===== config.mk =====
export PLATFORM = sky130hd
export DESIGN_NAME = integer_to_radix_digits
export DESIGN_NICKNAME = d
export VERILOG_FILES = /design/src/rtl/core/itrd_pkg.sv /design/src/rtl/core/itrd_div.sv /design/src/rtl/core/itrd_stack.sv /design/src/rtl/core/integer_to_radix_digits.sv
export SDC_FILE = /design/constraint.sdc
export NUM_CORES = 1
export LEC_CHECK = 0
export BUFFER_PORTS_ARGS = -buffer_cell sky130_fd_sc_hd__clkbuf_2
export CORE_MARGIN = 2
export CORE_UTILIZATION = 47
export CTS_CLUSTER_SIZE = 14
export DETAILED_ROUTE_END_ITERATION = 8
export PLACE_DENSITY_LB_ADDON = 0.1
export SETUP_SLACK_MARGIN = 0.3
export SYNTH_ARGS = -nofsm -noshare
export SYNTH_HDL_FRONTEND = slang
export SYNTH_SLANG_ARGS = --single-unit

===== constraint.sdc =====
create_clock -name clk_i -period 8.93 [get_ports clk_i]
set_clock_uncertainty 0.15 [all_clocks]
set_input_delay 0 -clock clk_i [delete_from_list [all_inputs] [get_ports clk_i]]
set_output_delay 0 -clock clk_i [all_outputs]
set_load 0.01 [all_outputs]

===== src/rtl/core/itrd_pkg.sv =====
// shared constants, the digit to ascii mapping and the radix clamp for the radix digit converter
package itrd_pkg;

  localparam int unsigned DEF_VALUE_BITS = 31;
  localparam int unsigned DEF_MAX_DIGITS = 31;

  localparam int unsigned RADIX_W  = 6;
  localparam int unsigned CHAR_W   = 7;
  localparam int unsigned STEP_BITS = 4;

  localparam logic [RADIX_W-1:0] RADIX_RESET = 6'd10;
  localparam logic [RADIX_W-1:0] RADIX_MIN   = 6'd2;
  localparam logic [RADIX_W-1:0] RADIX_MAX   = 6'd36;
  localparam logic [RADIX_W-1:0] DEC_DIGITS  = 6'd10;

  localparam logic [CHAR_W-1:0] ASCII_ZERO = 7'd48;
  localparam logic [CHAR_W-1:0] ASCII_A    = 7'd65;

  function automatic logic [CHAR_W-1:0] digit_to_ascii(input logic [RADIX_W-1:0] d);
    logic [CHAR_W-1:0] c;
    if (d < DEC_DIGITS) begin
      c = ASCII_ZERO + {1'b0, d};
    end else begin
      c = ASCII_A + {1'b0, d} - {1'b0, DEC_DIGITS};
    end
    return c;
  endfunction

  function automatic logic [RADIX_W-1:0] clamp_radix(input logic [RADIX_W-1:0] v);
    logic [RADIX_W-1:0] r;
    if (v < RADIX_MIN) begin
      r = RADIX_MIN;
    end else if (v > RADIX_MAX) begin
      r = RADIX_MAX;
    end else begin
      r = v;
    end
    return r;
  endfunction

endpackage


===== src/rtl/core/itrd_div.sv =====
// iterative restoring divider, a few quotient bits per cycle, small divisor
module itrd_div
  import itrd_pkg::*;
#(
  parameter int unsigned VALUE_BITS = DEF_VALUE_BITS
) (
  input  logic                  clk_i,
  input  logic                  rst_ni,
  input  logic                  start_i,
  input  logic [VALUE_BITS-1:0] dividend_i,
  input  logic [RADIX_W-1:0]    divisor_i,
  output logic                  done_o,
  output logic [VALUE_BITS-1:0] quot_o,
  output logic [RADIX_W-1:0]    rem_o
);

  localparam int unsigned Steps = (VALUE_BITS + STEP_BITS - 1) / STEP_BITS;
  localparam int unsigned PadW  = Steps * STEP_BITS;
  localparam int unsigned CntW  = $clog2(Steps + 1);

  logic [PadW-1:0]    work_q, work_d;
  logic [RADIX_W-1:0] rem_q, rem_d;
  logic [RADIX_W-1:0] dvs_q;
  logic [CntW-1:0]    cnt_q;
  logic               done_q;

  // quotient bits shift in at the bottom as the dividend shifts out at the top
  always_comb begin
    logic [RADIX_W:0] r;
    logic [PadW-1:0]  w;
    r = {1'b0, rem_q};
    w = work_q;
    for (int i = 0; i < STEP_BITS; i++) begin
      r = {r[RADIX_W-1:0], w[PadW-1]};
      w = {w[PadW-2:0], 1'b0};
      if (r >= {1'b0, dvs_q}) begin
        r    = r - {1'b0, dvs_q};
        w[0] = 1'b1;
      end
    end
    work_d = w;
    rem_d  = r[RADIX_W-1:0];
  end

  always_ff @(posedge clk_i or negedge rst_ni) begin
    if (!rst_ni) begin
      cnt_q  <= '0;
      done_q <= 1'b0;
    end else begin
      done_q <= 1'b0;
      if (start_i) begin
        cnt_q <= CntW'(Steps);
      end else if (cnt_q != '0) begin
        cnt_q <= cnt_q - 1'b1;
        if (cnt_q == CntW'(1)) begin
          done_q <= 1'b1;
        end
      end
    end
  end

  always_ff @(posedge clk_i) begin
    if (start_i) begin
      work_q <= PadW'(dividend_i);
      rem_q  <= '0;
      dvs_q  <= divisor_i;
    end else if (cnt_q != '0) begin
      work_q <= work_d;
      rem_q  <= rem_d;
    end
  end

  assign done_o = done_q;
  assign quot_o = work_q[VALUE_BITS-1:0];
  assign rem_o  = rem_q;

endmodule


===== src/rtl/core/itrd_stack.sv =====
// digit store, one write and one registered read per cycle
module itrd_stack
  import itrd_pkg::*;
#(
  parameter int unsigned DEPTH = DEF_MAX_DIGITS
) (
  input  logic                     clk_i,
  input  logic                     wr_en_i,
  input  logic [$clog2(DEPTH)-1:0] wr_addr_i,
  input  logic [RADIX_W-1:0]       wr_data_i,
  input  logic [$clog2(DEPTH)-1:0] rd_addr_i,
  output logic [RADIX_W-1:0]       rd_data_o
);

  logic [RADIX_W-1:0] mem [DEPTH];
  logic [RADIX_W-1:0] rd_data_q;

  always_ff @(posedge clk_i) begin
    if (wr_en_i) begin
      mem[wr_addr_i] <= wr_data_i;
    end
  end

  always_ff @(posedge clk_i) begin
    rd_data_q <= mem[rd_addr_i];
  end

  assign rd_data_o = rd_data_q;

endmodule


===== src/rtl/core/integer_to_radix_digits.sv =====
// top level: converts an integer into ascii digits in a configured radix
// all digits are first produced by the shared divider (four quotient bits per cycle), then each word
//   is emitted through the S_RD and S_OUT states
// throughput: one number at a time, busy_o is high from start until the last word is issued
// results appear one word per strobe on valid_o, the receiver cannot stall them
// reset: asynchronous, active low; radix returns to ten, sequencer to idle, no clearing pass
module integer_to_radix_digits
  import itrd_pkg::*;
#(
  parameter int unsigned VALUE_BITS = DEF_VALUE_BITS,
  parameter int unsigned MAX_DIGITS = DEF_MAX_DIGITS
) (
  input  logic                  clk_i,
  input  logic                  rst_ni,
  input  logic                  start_i,
  output logic                  busy_o,
  input  logic [VALUE_BITS-1:0] value_i,
  input  logic                  cfg_we_i,
  input  logic [RADIX_W-1:0]    cfg_wdata_i,
  output logic                  valid_o,
  output logic [CHAR_W-1:0]     digit_char_o,
  output logic                  last_o
);

  localparam int unsigned AddrW = $clog2(MAX_DIGITS);
  localparam int unsigned CntW  = $clog2(MAX_DIGITS + 1);

  typedef enum logic [1:0] {
    S_IDLE,
    S_DIV,
    S_RD,
    S_OUT
  } state_e;

  state_e             state_q;
  logic [RADIX_W-1:0] radix_q;
  logic [VALUE_BITS-1:0] x_q;
  logic [CntW-1:0]    cnt_q;
  logic [AddrW-1:0]   rd_ptr_q;
  logic               div_start_q;
  logic               valid_q;
  logic               last_q;
  logic [CHAR_W-1:0]  char_q;

  logic                  div_done;
  logic [VALUE_BITS-1:0] div_quot;
  logic [RADIX_W-1:0]    div_rem;
  logic [RADIX_W-1:0]    rd_digit;
  logic                  wr_en;

  itrd_div #(
    .VALUE_BITS(VALUE_BITS)
  ) u_div (
    .clk_i,
    .rst_ni,
    .start_i   (div_start_q),
    .dividend_i(x_q),
    .divisor_i (radix_q),
    .done_o    (div_done),
    .quot_o    (div_quot),
    .rem_o     (div_rem)
  );

  assign wr_en = (state_q == S_DIV) && div_done;

  itrd_stack #(
    .DEPTH(MAX_DIGITS)
  ) u_stack (
    .clk_i,
    .wr_en_i  (wr_en),
    .wr_addr_i(cnt_q[AddrW-1:0]),
    .wr_data_i(div_rem),
    .rd_addr_i(rd_ptr_q),
    .rd_data_o(rd_digit)
  );

  always_ff @(posedge clk_i or negedge rst_ni) begin
    if (!rst_ni) begin
      radix_q <= RADIX_RESET;
    end else if (cfg_we_i) begin
      radix_q <= clamp_radix(cfg_wdata_i);
    end
  end

  always_ff @(posedge clk_i or negedge rst_ni) begin
    if (!rst_ni) begin
      state_q     <= S_IDLE;
      cnt_q       <= '0;
      rd_ptr_q    <= '0;
      div_start_q <= 1'b0;
      valid_q     <= 1'b0;
      last_q      <= 1'b0;
      char_q      <= ASCII_ZERO;
      x_q         <= '0;
    end else begin
      div_start_q <= 1'b0;
      valid_q     <= 1'b0;
      last_q      <= 1'b0;
      unique case (state_q)
        S_IDLE: begin
          if (start_i) begin
            x_q         <= value_i;
            cnt_q       <= '0;
            div_start_q <= 1'b1;
            state_q     <= S_DIV;
          end
        end
        S_DIV: begin
          if (div_done) begin
            x_q   <= div_quot;
            cnt_q <= cnt_q + 1'b1;
            // digits beyond the store would never be emitted, so stop there
            if (div_quot == '0 || cnt_q == CntW'(MAX_DIGITS - 1)) begin
              rd_ptr_q <= cnt_q[AddrW-1:0];
              state_q  <= S_RD;
            end else begin
              div_start_q <= 1'b1;
            end
          end
        end
        S_RD: begin
          state_q <= S_OUT;
        end
        S_OUT: begin
          valid_q <= 1'b1;
          char_q  <= digit_to_ascii(rd_digit);
          if (rd_ptr_q == '0) begin
            last_q  <= 1'b1;
            state_q <= S_IDLE;
          end else begin
            rd_ptr_q <= rd_ptr_q - 1'b1;
            state_q  <= S_RD;
          end
        end
        default: state_q <= S_IDLE;
      endcase
    end
  end

  assign busy_o       = (state_q != S_IDLE);
  assign valid_o      = valid_q;
  assign digit_char_o = char_q;
  assign last_o       = last_q;

  a_char_range: assert property (@(posedge clk_i) disable iff (!rst_ni)
    valid_o |-> ((digit_char_o >= 7'd48 && digit_char_o <= 7'd57) ||
                 (digit_char_o >= 7'd65 && digit_char_o <= 7'd90)))
    else $error("digit word outside the ascii digit set");

  a_last_has_valid: assert property (@(posedge clk_i) disable iff (!rst_ni)
    last_o |-> valid_o)
    else $error("last flag without a word");

  a_cnt_bound: assert property (@(posedge clk_i) disable iff (!rst_ni)
    cnt_q <= CntW'(MAX_DIGITS))
    else $error("digit count past the store depth");

  a_radix_range: assert property (@(posedge clk_i) disable iff (!rst_ni)
    (radix_q >= RADIX_MIN) && (radix_q <= RADIX_MAX))
    else $error("radix register out of range");

  a_no_word_while_dividing: assert property (@(posedge clk_i) disable iff (!rst_ni)
    (state_q == S_DIV) |-> (!valid_o || last_o))
    else $error("digit word issued during division");

endmodule

Yosys cells after proc, flatten, opt, wreduce, memory -nomap -nowiden
Memories as Yosys holds them, arrays and structs flattened. A register that Yosys moved wholly into a read port is not among the register bits.
Cells that the tools add are included.
W data, S select, Z words.
{ "word_totals": {"reg_bits": 108, "mem_bits_rw": 186, "word_cells": 97, "mem_count": 1} }
{ "classes": {"add_sub_neg": 10, "magnitude_cmp": 7, "n_eq_ne": 9, "muxes": 42, "reduce_logical": 13} }
{ "mem_list": {"columns": ["memory", "words", "word_bits", "rd", "rd_ports_with_merged_regs", "write_ports", "line", "source"], "rows": [
  ["u_stack.mem", 31, 6, 1, 1, 1, "itrd_stack.sv:15", "logic [RADIX_W-1:0] mem [DEPTH];"]
]} }
{ "ops": {"columns": ["cell", "count"], "rows": [
  ["$mux W31", 4],
  ["$pmux W31 S2", 1],
  ["$mux W6", 6],
  ["$logic_not A31 Y1", 1],
  ["$ge A7 B6 Y1", 4],
  ["$mux W5", 5],
  ["$sub A6 B6 Y6", 4],
  ["$pmux W5 S2", 2],
  ["$mux W1", 15],
  ["$mux W2", 4],
  ["$mux W4", 2],
  ["$pmux W2 S4", 1],
  ["$reduce_bool A2 Y1", 4],
  ["$add A6 B6 Y7 const A", 1],
  ["$add A7 B6 Y7 const A", 1],
  ["$mux W7", 1],
  ["$sub A7 B4 Y7 const B", 1],
  ["$gt A6 B6 Y1 const B", 1],
  ["$lt A6 B2 Y1 const B", 1],
  ["$lt A6 B4 Y1 const B", 1],
  ["$reduce_and A3 Y1", 2],
  ["$add A5 B1 Y5 const B", 1],
  ["$eq A5 B5 Y1 const B", 1],
  ["$logic_not A5 Y1", 1],
  ["13 further kinds", 16]
]} }

Longest topological paths before layout
Gate-level depths: netlist (run 1).
{ "depth": {"ltp_word": 10, "ltp_mapped": 33, "ltp_nobuf": 32} }

Modules after synthesis
From an unflattened synthesis (run 1), not the netlist that was laid out.
{ "hier_totals": {"cells_unflattened": 1030, "hier_area_um2": 14113.5} }
{ "by_module_without_submodules": {"columns": ["mod", "n_inst", "cells_each", "area_per_inst_um2"], "rows": [
  ["itrd_stack", 1, 387, 7542.2],
  ["itrd_div", 1, 329, 3555.9],
  ["integer_to_radix_digits", 1, 314, 3015.4]
]} }

Least setup slack after synthesis (run 1)
No wires, ideal clock.
{ "synth_timing": {"path_type": "register -> register", "start": "register u_div.rem_q[3] (netlist: u_div.rem_o[3])", "end": "register u_div.rem_q[5] (netlist: u_div.rem_o[5])", "setup_ps": 88, "arrival_time_ps": 7929, "required_ps": 8692, "slack_ps": 763, "path_stages_with_launch": 31, "n_path_buf": 1, "path_cell_list": "dfxtp_1 -> ha_1 -> a21o_1 -> a211o_1 -> a41oi_4 -> mux2i_1 -> inv_1 -> ha_1 -> and4_1 -> or4_1 -> a2bb2oi_1 -> a21oi_1 -> nand2_2 -> mux2_2 -> ha_1 -> and2_1 -> a221o_1 -> a221o_1 -> a221o_2 -> nand2_2 -> buf_6 -> nand2_1 -> o21ai_0 -> ha_1 -> and3_1 -> a311o_1 -> o22ai_1 -> nor2b_1 -> and4_1 -> a41oi_1 -> a311oi_2"} }
{ "synth_via": {"elab_chain_len": 8, "word_cells_on_any_way": 12} }
{ "synth_lines": {"columns": ["item", "line", "source"], "rows": [
  ["from (decl)", "itrd_div.sv:22", "logic [RADIX_W-1:0] rem_q, rem_d;"],
  ["from (signal assigned)", "itrd_div.sv:69", "rem_q <= rem_d;"],
  ["$sub A6 B6 Y6 / $ge A7 B6 Y1 (equally long branches)", "itrd_div.sv:37, itrd_div.sv:36", null],
  ["$mux W6 *", "itrd_div.sv:36", "if (r >= {1'b0, dvs_q}) begin"],
  ["$sub A6 B6 Y6 / $ge A7 B6 Y1 (equally long branches)", "itrd_div.sv:37, itrd_div.sv:36", null],
  ["$mux W6 *", "itrd_div.sv:36", null],
  ["$ge A7 B6 Y1 / $sub A6 B6 Y6 (equally long branches)", "itrd_div.sv:36, itrd_div.sv:37", null],
  ["$mux W6 *", "itrd_div.sv:36", null],
  ["$sub A6 B6 Y6 / $ge A7 B6 Y1 (equally long branches)", "itrd_div.sv:37, itrd_div.sv:36", null],
  ["$mux W6 *", "itrd_div.sv:36", null]
]} }
Every way passes the cells marked *; elsewhere a longest branch is shown, timed or not.
A chain may end at the register's enable or synchronous reset.

Final worst setup path (run 1)
{ "layout_timing": {"start": "register u_div.dvs_q[4]", "end": "register u_div.rem_q[5] (netlist: u_div.rem_o[5])"} }
{ "layout_via": {"elab_chain_len": 8, "word_cells_on_any_way": 12} }
{ "layout_lines": {"columns": ["item", "line", "source"], "rows": [
  ["from (decl)", "itrd_div.sv:23", "logic [RADIX_W-1:0] dvs_q;"],
  ["from (signal assigned)", "itrd_div.sv:66", "dvs_q <= divisor_i;"],
  ["$sub A6 B6 Y6 / $ge A7 B6 Y1 (equally long branches)", "itrd_div.sv:37, itrd_div.sv:36", null],
  ["$mux W6", "itrd_div.sv:36", null],
  ["$sub A6 B6 Y6 / $ge A7 B6 Y1 (equally long branches)", "itrd_div.sv:37, itrd_div.sv:36", null],
  ["$mux W6", "itrd_div.sv:36", null],
  ["$ge A7 B6 Y1 / $sub A6 B6 Y6 (equally long branches)", "itrd_div.sv:36, itrd_div.sv:37", null],
  ["$mux W6", "itrd_div.sv:36", null],
  ["$sub A6 B6 Y6 / $ge A7 B6 Y1 (equally long branches)", "itrd_div.sv:37, itrd_div.sv:36", null],
  ["$mux W6 *", "itrd_div.sv:36", null]
]} }
Marked as above.

==> results of run 1 <==
[kinds of logic (layout without fill, tap and decap cells)]
| group | Yosys count | after routing |
|---|---|---|
| flip-flops | 300 | 300 |
| XOR/XNOR | 23 | 23 |
| adder cells (fa/ha/maj) | 41 | 41 |
| AND/OR/NAND/NOR | 225 | 225 |
| buffers and inverters | 80 | 205 |
| AO/OA/AOI/OAI | 140 | 140 |
| multiplexers | 139 | 139 |
[final cells by class]
| cell class | instances | area, um^2 | area share, % |
|---|---|---|---|
| Timing Repair Buffer | 110 | 816 | 5.16 |
| Clock inverter | 15 | 81.3 | 0.514 |
| Multi-Input combinational cell | 568 | 4850 | 30.7 |
| Clock buffer | 42 | 868 | 5.49 |
| Tap cell | 384 | 480 | 3.04 |
| Sequential cell | 300 | 8570 | 54.2 |
| Inverter | 38 | 143 | 0.902 |
[per-layer routing]
layer	vias up	wire [um]	part of all wire, %	global-route usage, %
met5	-	0	0	0
met4	0	714	2.4	5.17
met3	42	998	3.4	2.50
met2	147	14500	50	33.1
met1	3970	12900	44	26.7
li1	3793	-	-	-
[registers in the layout, indices dropped and copies added, names as in the netlist, 6 cells and up]
| signal | cells |
|---|---|
| u_stack.mem | 186 |
| u_stack.rd_data_o | 6 |
| radix_q | 6 |
| u_div.dvs_q | 6 |
| x_q | 31 |
| u_div.work_q | 32 |
| digit_char_o | 7 |
| u_div.rem_o | 6 |
[layout by cell type (no fill, tap or decap), drive strengths merged, types with 4 or more instances in the layout]
cell,n
xnor2,13
a21o,5
mux4,54
o21a,4
nand2b,8
nand3,7
mux2,42
fa,4
dfrtp,60
or3,5
mux2i,43
clkinv,14
nor2,65
o211ai,5
nor4,9
nand2,82
buf,15
nand3b,5
xor2,10
clkbuf,91
and2,6
and4,4
inv,39
nor2b,10
edfxtp,223
dfxtp,13
a21oi,20
ha,36
nor3,9
nand4,5
dlygate4sd3,46
o21ai,71
dfstp,4
[stage by stage]
stage               cell area (um^2)  hold WS (ns)  utilization [%]  cells
floorplan                      13700        -0.446                -    948
global placement               14400        0.0922             50.1   1353
detailed placement             14400         0.107             50.1   1353
CTS                            15800        0.0432             55.0   1456
global route                   15800        0.0965             55.1   1457
finish                         15800       0.00769             55.1   1457
[what timing repair did]
action	in CTS	in global routing
endpoints found under the hold margin	106	0
resized for setup	0	2
endpoints found under the setup margin	0	7
setup buffers	0	1
hold buffers	46	0
[how the worst max path moves through the flow]
stage / slack, ns / end / depth (start not counted)
2_1_floorplan: 0.76 / u_div.rem_o[5] / 30
3_5_place_dp: 0.57 / u_div.rem_o[5] / 31
3_3_place_gp: 0.74 / u_div.rem_o[5] / 31
4_1_cts: 0.54 / u_div.rem_o[5] / 31
5_1_grt: 0.30 / u_div.rem_o[5] / 32
6_report: 0.78 / u_div.rem_o[5] / 31
[critical path, delay by kind of cell, from the launching register on]
family | cells | cell delay (ns)
simple gates | 9 | 1.80
buf+inv | 3 | 0.43
mux | 2 | 0.68
fa+ha+maj | 4 | 1.33
compound gates | 13 | 3.31
flops | 1 | 0.35
==> flow_summary_export.csv, run 1 <==
group,metric,value,unit
run_status,outcome,"finished, final reports clean",
timing,slew_headroom,37.3,%
layout,syn2layout_area_growth,15.4,%
timing,setup_tns,0,ns
global_route,grt_pass1_vias,8149,
yosys,ys_top_cells_by_count,"edfxtp_1 (223), nand2_1 (80), o21ai_0 (67)",
global_route,grt_max_degree,65,
clock_network,clk_path_buf_depth,3,
worst_setup_path,crit_slowest_cell,"a221o_2",
worst_hold_path,hold_class,"in -> async",
yosys,synth_warnings,0,
global_route,grt_first_pass_wirelength,46300,um
die,io_pins,51,
yosys,ys_async_sr_fraction,21.3,%
timing,slew_violations,0,
worst_setup_path,crit_required,9.25,ns
timing,grt_setup_unrepaired,"no",
die,die_y,175,um
layout,drive_gt1_share,21.3,%
worst_setup_path,reg2reg_depth,31,
global_route,grt_overflow_total,0,
clock_network,numCtsBuffers,31,
timing,setup_ws,0.778,ns
worst_setup_path,cp_common_cell,"ha_1",
die,chipWidth,175,um
yosys,synth_ff_type,"edfxtp_1",
worst_setup_path,crit_fanout,14,
global_route,antenna_found_initial,0,
layout,diodes,0,
timing,finalSetupViolCount,0,
yosys,synth.avg_cell_area,14.5,um^2
worst_setup_path,cp-startpoint,"u_div.dvs_q[4]",
place,gp_congestion,0.842,
yosys,synth_edf_count,223,
timing,finalHoldViolations,0,
worst_setup_path,end_kind,"flip-flop",
yosys,synth_nets,1029,
yosys,synth_xor_area_share,1.47,%
yosys,synth-seq-cells,300,
yosys,yosys.area_share.simple,7.67,%
die,initial_core_util,47.8,%
layout,num-fill-cells,2315,
yosys,yosysTopAreaCell,"edfxtp_1",
worst_setup_path,worstSetupStartpointType,"flip-flop",
clock_network,cts_tree,"built",
drt,drt_iter0_drc,530,
drt,wl_per_cell,20.0,um
yosys,synth_compound_area_share,6.72,%
clock_network,clkTransAtPathRegs,0.06,ns
global_route,grtUsageTotal,19.5,%
drt,wl,29100,um
die,dieArea,0.0305,mm^2
worst_setup_path,r2r-end,"u_div.rem_o[5]",
yosys,postSynthCellCount,948,
worst_setup_path,reg2reg_from,"u_div.dvs_q[4]",
yosys,synth_seq_area_share,62.5,%
place,dp_hpwl,19000,um
yosys,synth_top_family_by_area,"multiplexers",
worst_setup_path,crit_type,"reg -> reg",
yosys,yosysUniqueCellTypes,68,
yosys,synthMuxAreaShare,15.5,%
worst_setup_path,critPathArrivalTime,8.47,ns
timing,layout_min_cycle_time,8.15,ns
yosys,yosysMostFrequentCell,"edfxtp_1",
worst_setup_path,critPathMaxStageDelay,0.40,ns
yosys,synth_top_area_share,48.9,%
flow_run,drv_cap,0,
worst_setup_path,r2r_slack,0.78,ns
clock_network,cts-root-buf,"clkbuf_16",
clock_network,worst_skew_pair.late_latency,0.56,ns
drt,drt_pass1_iterations,5,
yosys,synthAdderAreaFrac,3.94,%
layout,num-nets-final,1130,
timing,tightest_slew,0.941,ns
timing,timing.fmax,123,MHz
yosys,synth_area,0.0137,mm^2
drt,postRouteAntennaNets,0,
yosys,synth_area_leaders,"edfxtp_1 (49%), dfrtp_1 (11%), mux4_2 (8.9%)",
clock_network,clock-sinks,300,
place,post-place-ws,0.567,ns
clock_network,htree_levels,1,
die,core,0.0287,mm^2
drt,vias_per_cell,5.46,
timing,post-route-period-util,91.3,%
die,rows,62,
drt,drc,0,
drt,via_count,7952,
place,portBuffers,50,
Power of run 1 is not shown: default switching activity piles up to over one toggle a cycle in this logic, so the estimate is an artifact.
==> run 2: changes to the inputs <==
- MAX_ROUTING_LAYER: unset -> met4
==> flow_summary_export.csv, run 2 (synthesis results as in run 1) <==
group,metric,value,unit
timing,slew_violations,0,
worst_setup_path,crit_type,"reg -> reg",
global_route,grt-busiest-layer,"met2",
global_route,grt_first_pass_wirelength,46300,um
drt,postRouteAntennaNets,0,
layout,drive_gt1_share,21.3,%
worst_setup_path,r2r-end,"u_div.rem_o[5]",
timing,slew_headroom,37.7,%
die,rows,62,
global_route,antenna_found_initial,0,
global_route,grt_pass1_vias,8138,
global_route,grt_overflow_total,0,
worst_setup_path,r2r_slack,0.80,ns
layout,final_common_cell,"edfxtp_1",
timing,setup_tns,0,ns
timing,hold_slack,-0.00693,ns
worst_setup_path,crit_slowest_cell,"a221o_2",
die,chipWidth,175,um
layout,layout.cell_area.non_filler,0.0158,mm^2
drt,wl,29100,um
layout,reg.largest.list,"u_stack.mem: 186 flops, u_div.work_q: 32 flops, x_q: 31 flops",
worst_setup_path,critPathMaxStageDelay,0.40,ns
run_status,outcome,"finished, violations left",
timing,post-route-period-util,91.1,%
drt,wl_per_cell,20.0,um
drt,drt_iter0_drc,497,
timing,grt_setup_unrepaired,"no",
global_route,grtUsageMet2,33.0,%
clock_network,clk_path_buf_depth,3,
die,core,0.0287,mm^2
layout,top_register,"u_stack.mem",
clock_network,cts-root-buf,"clkbuf_16",
clock_network,clock-sinks,300,
drt,via_count,7933,
drt,vias_per_cell,5.44,
layout,largest_reg_flops,186,
die,io_pins,51,
worst_setup_path,end_kind,"flip-flop",
place,gp_congestion,0.856,
die,initial_core_util,47.8,%
timing,timing.fmax,123,MHz
die,dieArea,0.0305,mm^2
timing,layout_min_cycle_time,8.13,ns
timing,finalSetupViolCount,0,
worst_setup_path,worstSetupStartpointType,"flip-flop",
drt,drt_pass1_iterations,8,
layout,diodes,0,
clock_network,numCtsBuffers,31,
place,dp_hpwl,19000,um
clock_network,htree_levels,1,
layout,final_cell_mix,"edfxtp_1 (223), nand2_1 (80), o21ai_0 (67)",
worst_setup_path,reg2reg_from,"u_div.dvs_q[4]",
worst_setup_path,reg2reg_depth,31,
place,portBuffers,50,
die,die_y,175,um
global_route,grt_max_degree,65,
layout,num-nets-final,1130,
worst_setup_path,crit_fanout,14,
clock_network,clkTransAtPathRegs,0.06,ns
worst_hold_path,hold_class,"in -> async",
timing,tightest_slew,0.932,ns
worst_setup_path,critPathArrivalTime,8.45,ns
worst_setup_path,crit_required,9.25,ns
worst_setup_path,cp_common_cell,"ha_1",
clock_network,cts_tree,"built",
drt,drc,0,
global_route,grtUsageTotal,20.1,%
layout,num-fill-cells,2315,
layout,syn2layout_area_growth,15.4,%
timing,finalHoldViolations,3,
clock_network,worst_skew_pair.late_latency,0.56,ns
global_route,use_met1,26.9,%
run_status,violations,"hold timing",
flow_run,drv_cap,0,
global_route,grtUsageMet3,2.42,%
place,placed_cell_area,0.0144,mm^2
## run 2: per-layer routing
metal / wire length [um] / part of all wire, % / vias to the layer above
met5: 0 / 0 / -
met4: 737 / 2.5 / 0
met3: 994 / 3.4 / 47
met2: 14500 / 50 / 148
met1: 12900 / 44 / 3940
li1: - / - / 3798
## run 2: stage by stage
stage	util (%)	worst slack, ns	hold slack (ns)	instances
floorplan	-	0.763	-0.446	948
global placement	50.1	0.740	0.0922	1353
detailed placement	50.1	0.567	0.107	1353
CTS	55.0	0.541	0.0432	1456
global route	55.1	0.301	0.0948	1457
finish	55.1	0.795	-0.00693	1457
## run 2: critical path, delay by kind of cell (launching register included)
family	cells	cell delay, ns
AOI/OAI and AO/OA	13	3.30
and+or+nand+nor	9	1.79
adders and majority gates	4	1.33
muxes	2	0.67
buffers and inverters	3	0.43
DFF	1	0.35
## run 2: worst max path at each step
stage / startpoint / end / slack, ns / cells after the start
detailed placement: u_div.dvs_q[4] / u_div.rem_o[5] / 0.57 / 31
CTS: u_div.dvs_q[4] / u_div.rem_o[5] / 0.54 / 31
finish: u_div.dvs_q[4] / u_div.rem_o[5] / 0.80 / 31
floorplan: u_div.rem_o[3] / u_div.rem_o[5] / 0.76 / 30
global placement: u_div.dvs_q[4] / u_div.rem_o[5] / 0.74 / 31
global route: u_div.dvs_q[4] / u_div.rem_o[5] / 0.30 / 32
## run 2: area by class of cell
type                       count  area, um^2  area share (%)
multi-input combinational    568        4850            30.7
tap                          384         480            3.04
timing repair buffer         110         816            5.16
inverter                      38         143           0.902
sequential                   300        8570            54.2
clock buffer                  42         868            5.49
clock inverter                15        81.3           0.514
## run 2: repair_timing
action | in CTS | in global routing
gates resized for setup | 0 | 2
endpoints found under the hold margin | 106 | 0
buffers inserted | 0 | 1
hold buffers | 46 | 0
setup endpoints to repair | 0 | 7
Power of run 2 is left out for the same reason.
